$ cat config.mk
export PLATFORM = sky130hd
export DESIGN_NAME = rcsa_ctrl
export DESIGN_NICKNAME = d
export VERILOG_FILES = /design/src/sv/rcsa_pkg.sv /design/src/sv/rcsa_ctrl.sv
export SDC_FILE = /design/constraint.sdc
export NUM_CORES = 1
export LEC_CHECK = 0
export BUFFER_PORTS_ARGS = -buffer_cell sky130_fd_sc_hd__buf_4
export CAP_MARGIN = 30
export CORE_AREA = 3 3 40 42
export CTS_BUF_LIST = sky130_fd_sc_hd__clkbuf_4
export CTS_CLUSTER_SIZE = 25
export DETAILED_ROUTE_END_ITERATION = 8
export DIE_AREA = 0 0 43 45
export PLACE_DENSITY = 0.55
export SLEW_MARGIN = 20
export SYNTH_ARGS = -nofsm -noshare
export SYNTH_HDL_FRONTEND = slang
export SYNTH_SLANG_ARGS = --single-unit
$ cat constraint.sdc
create_clock -name clk -period 3.37 [get_ports clk]
set_input_delay 0.5055 -clock clk [delete_from_list [all_inputs] [get_ports clk]]
set_output_delay 0.5055 -clock clk [all_outputs]
set_load 0.05 [all_outputs]
$ cat src/sv/rcsa_pkg.sv
// Shared types, constants and codes for the reference-counted slot allocator.
`default_nettype none

package rcsa_pkg;

    // Field widths of one request and one result.
    localparam int SLOT_W   = 10;
    localparam int TYPE_W   = 10;
    localparam int VALUE_W  = 32;
    localparam int LINK_W   = 8;
    localparam int KIND_W   = 2;
    localparam int STATUS_W = 2;

    // Stream data widths, rounded up to whole bytes.
    localparam int IN_DATA_W  = ((SLOT_W + TYPE_W + VALUE_W + 7) / 8) * 8;
    localparam int OUT_DATA_W = ((SLOT_W + TYPE_W + VALUE_W + LINK_W + 7) / 8) * 8;

    // Type tag held by a free slot.
    localparam logic [TYPE_W-1:0] FREE_TYPE = TYPE_W'(206);

    localparam int DEFAULT_TABLE_DEPTH = 1024;

    // Operation codes.
    typedef enum logic [KIND_W-1:0] {
        KIND_ALLOC   = 2'd0,
        KIND_RELEASE = 2'd1,
        KIND_READ    = 2'd2,
        KIND_WRITE   = 2'd3
    } kind_t;

    // Result status codes.
    typedef enum logic [STATUS_W-1:0] {
        STAT_OK       = 2'd0,
        STAT_FULL     = 2'd1,
        STAT_MISMATCH = 2'd2,
        STAT_FREE     = 2'd3
    } status_t;

    // Controller states.
    typedef enum logic [2:0] {
        S_CLEAR,
        S_IDLE,
        S_EXEC,
        S_LOOKUP,
        S_SCAN_RD,
        S_SCAN_CHK,
        S_PUSH
    } state_t;

    // One table entry. The link count never exceeds one, so a single bit holds it.
    typedef struct packed {
        logic              used;
        logic [TYPE_W-1:0] etype;
        logic [VALUE_W-1:0] value;
    } entry_t;

    localparam int ENTRY_W = $bits(entry_t);

    // Commands from the controller to the datapath.
    typedef struct packed {
        logic clr_wr;
        logic take_in;
        logic exec;
        logic lookup;
        logic scan_rd;
        logic scan_chk;
        logic push;
    } cmd_t;

    // Status from the datapath to the controller.
    typedef struct packed {
        logic clr_last;
        logic is_alloc;
        logic alloc_full;
        logic need_scan;
        logic in_range;
        logic scan_end;
        logic scan_hit;
        logic out_free;
    } stat_t;

    // Address width for a table of the given depth.
    function automatic int addr_w(input int depth);
        addr_w = (depth > 1) ? $clog2(depth) : 1;
    endfunction

    // Width of a counter that can hold the depth itself.
    function automatic int count_w(input int depth);
        count_w = $clog2(depth + 1);
    endfunction

endpackage

`default_nettype wire

$ cat src/sv/rcsa_ctrl.sv
// Controller state machine: sequences clearing, operations and the free-slot scan.
`default_nettype none

module rcsa_ctrl
    import rcsa_pkg::*;
(
    input  wire logic  clk,
    input  wire logic  rst_n,
    input  wire logic  s_tvalid,
    output logic       s_tready,
    input  wire stat_t stat,
    output cmd_t       cmd
);

    state_t state_reg, state_next;

    // Next state.
    always_comb
    begin
        state_next = state_reg;
        case (state_reg)
            S_CLEAR:
            begin
                if (stat.clr_last)
                begin
                    state_next = S_IDLE;
                end
            end
            S_IDLE:
            begin
                if (s_tvalid)
                begin
                    state_next = S_EXEC;
                end
            end
            S_EXEC:
            begin
                if (stat.is_alloc)
                begin
                    state_next = (stat.alloc_full || !stat.need_scan) ? S_PUSH : S_SCAN_RD;
                end
                else
                begin
                    state_next = stat.in_range ? S_LOOKUP : S_PUSH;
                end
            end
            S_LOOKUP:
            begin
                state_next = S_PUSH;
            end
            S_SCAN_RD:
            begin
                state_next = stat.scan_end ? S_PUSH : S_SCAN_CHK;
            end
            S_SCAN_CHK:
            begin
                state_next = stat.scan_hit ? S_PUSH : S_SCAN_RD;
            end
            S_PUSH:
            begin
                if (stat.out_free)
                begin
                    state_next = S_IDLE;
                end
            end
            default:
            begin
                state_next = S_IDLE;
            end
        endcase
    end

    // Commands and handshake.
    always_comb
    begin
        cmd      = '0;
        s_tready = 1'b0;
        case (state_reg)
            S_CLEAR:
            begin
                cmd.clr_wr = 1'b1;
            end
            S_IDLE:
            begin
                s_tready    = 1'b1;
                cmd.take_in = s_tvalid;
            end
            S_EXEC:
            begin
                cmd.exec = 1'b1;
            end
            S_LOOKUP:
            begin
                cmd.lookup = 1'b1;
            end
            S_SCAN_RD:
            begin
                cmd.scan_rd = !stat.scan_end;
            end
            S_SCAN_CHK:
            begin
                cmd.scan_chk = 1'b1;
            end
            S_PUSH:
            begin
                cmd.push = stat.out_free;
            end
            default:
            begin
                cmd = '0;
            end
        endcase
    end

    // State register.
    always_ff @(posedge clk or negedge rst_n)
    begin
        if (!rst_n)
        begin
            state_reg <= S_CLEAR;
        end
        else
        begin
            state_reg <= state_next;
        end
    end

endmodule

`default_nettype wire

==> flow_summary_export.csv <==
group,metric,value,unit
clock_tree,cts-root-buf,"clkbuf_4",
setup_path,critPathLaunchType,"flip-flop",
synth,syn-num-nets,48,
pwr,power_density,863.9,nW/um2
clock_tree,cts_resized,0,
pwr,leakagePower,0.2341,nW
detailed_routing,drt-initial-drc-count,9,
final_layout,final_cell_mix,"buf_4, clkbuf_4, nor3_1, o21ai_1, dfrtp_1",
timing,fin_crit_sh,58.33,%
clock_tree,cts_tree,"yes",
floorplan,die_area,1935,um2
timing,maxSlewViolCount,0,
floorplan,core_area,1285,um2
clock_tree,hold_buffers,0,
clock_tree,cts_buffers,3,
synth,ys_ff_latch,3,
floorplan,die_h,45,um
global_route,grt_antenna_before_repair,0,
placement,gp_congestion,0.7166,
global_route,grt_usage,8.090,%
pwr,switching_share,51.50,%
pwr,ir_drop,0.0002446,V
synth,yosysWarnings,0,
timing,worst_slew_pin_slew,416.3,ps
pwr,cell_internal_pwr,0.2008,mW
final_layout,layout-drive-gt1-share,52.73,%
setup_path,crit_arrival,1460,ps
timing,maxSlewHeadroom,72.25,%
clock_tree,clk_path_buf_depth,2,
floorplan,num_rows,13,
final_layout,utilization,37.29,%
flow_run,maxCapViolations,0,
final_layout,syn_to_final_growth,47.31,%
timing,rsz0062_at_grt,"false",
clock_tree,clk_pin_slew,40,ps
setup_path,rr_startpoint,"state_reg[1]",
synth,syn_area,325.3,um2
synth,synth_area_per_cell,9.036,um2
global_route,grt_max_degree,15,
global_route,grt_pass1_vias,283,
timing,tns,0,ps
timing,finalClockSkew,0.7351,ps
timing,setup_violations,0,
floorplan,start_util,25.32,%
timing,hold_viol_final,0,
final_layout,fill_cells,141,
detailed_routing,vias,340,
global_route,overflow,0,
final_layout,largest_reg_flops,3,
pwr,combPwrFrac,61.9,%
detailed_routing,drc,0,
clock_tree,cts_sinks,3,
pwr,seqPwrFrac,21.0,%
final_layout,nets,68,
setup_path,cp_max_fo,14,
setup_path,worst-setup-path-type,"flip-flop to output port",
detailed_routing,postRouteAntennaNets,0,
timing,fin_crit,1966,ps
setup_path,worstRegToRegCells,4,
placement,numPortBuffers,18,
synth,syn-instance-count,36,
setup_path,reg2reg_to,"state_reg[1]",
final_layout,mostFrequentLayoutCell,"buf_4",
detailed_routing,vias_per_cell,4.857,
hold_path,min_path_type,"input port to async pin",
final_layout,n_antenna_cell,0,
synth,ys_seq_area_share,23.08,%
detailed_routing,wl_per_cell,10.93,um
synth,ys_types,25,
detailed_routing,drt_wl_total,765,um
detailed_routing,dr.pass1.iters,4,
setup_path,end_kind,"output port",
pwr,clockPowerShare,17.0,%
setup_path,crit_required,2860,ps
setup_path,rrSetupSlack,1880,ps
floorplan,die_w,43,um
pwr,p_switching,0.2132,mW
clock_tree,htreeDepth,1,
timing,clock.fmax,508.7,MHz
clock_tree,clk_latency,230,ps
floorplan,io_pins,19,
outcome,status,"finished, final reports clean",
clock_tree,cts_setup_buffers,0,
global_route,grt_pass1_wl,1124,um
==> power by group through the flow <==
stage	Sequential, mW	Combinational, mW	Clock, mW
after detailed placement	0.0878	0.258	0
final	0.0871	0.256	0.0705
after CTS	0.0875	0.259	0.0743
after global routing	0.0926	0.273	0.0783
after global placement	0.0883	0.261	0
after floorplan	0.0590	0.235	0
==> through the flow <==
stage | area (um2) | instances | setup WS [ps] | power, mW | hold slack, ps
2_1_floorplan | 325.3 | 36 | 1178 | 0.2937 | 209.9
3_3_place_gp | 449.2 | 66 | 1682 | 0.3495 | 296.3
3_5_place_dp | 449.2 | 66 | 1672 | 0.3455 | 297.9
4_1_cts | 479.2 | 70 | 1409 | 0.4209 | 47.49
5_1_grt | 479.2 | 70 | 1308 | 0.4442 | 43.66
6_report | 479.2 | 70 | 1404 | 0.4140 | 54.64
==> synth_stat cells <==
library cell	instances	share of area [%]
or4_4	1	3.5
a222oi_1	1	3.1
inv_2	1	1.2
nor2_1	1	1.2
and2_1	1	1.9
a32oi_1	1	2.7
nand2_2	1	1.9
nor3_1	3	4.6
dfrtp_1	3	23
and3_1	2	3.8
o32ai_2	1	5.0
and4b_1	1	3.1
nor3b_2	1	3.8
ha_1	1	3.8
buf_4	1	2.3
buf_6	2	6.9
nor2b_1	2	3.8
a21oi_1	1	1.5
inv_1	2	2.3
nand3_2	1	3.1
nor3b_1	1	2.3
o21ai_0	1	1.5
nand3b_1	2	4.6
o21ai_1	3	4.6
or4b_4	1	4.2
==> metal layers <==
metal  GRT usage (%)  part of all wire, %
met5               0                    0
met4           3.614                 0.92
met3           6.375                  9.5
met2           10.48                   44
met1           9.685                   45
==> logic make-up after synthesis <==
group	share of synthesized area (%)
buffers and inverters	12.69
and+or+nand+nor	41.92
adders and majority gates	3.846
AOI/OAI and AO/OA	18.46
DFF	23.08
==> final cells by class <==
cell class                      instances  area [um2]  area share (%)
Multi-Input combinational cell         27       209.0           43.60
Inverter                                3       11.26           2.350
Sequential cell                         3       75.07           15.67
Timing Repair Buffer                   18       135.1           28.20
Tap cell                               15       18.77           3.916
Clock buffer                            4       30.03           6.266
==> worst max-delay path, stage by stage, from the launching register on <==
cell and delay, ps:
dfrtp_1 580, nor3b_1 280, nor2b_1 160, buf_4 200
==> worst max path at each step <==
stage	start	slack, ps	depth (start not counted)	endpoint
after global placement	state_reg[2]	1680	3	cmd[2]
after detailed placement	state_reg[2]	1670	3	cmd[2]
after floorplan	state_reg[2]	1180	2	cmd[4]
final	state_reg[2]	1400	3	cmd[2]
after CTS	state_reg[2]	1410	3	cmd[2]
after global routing	state_reg[2]	1310	3	cmd[2]
(Power assumes the default switching activity.)
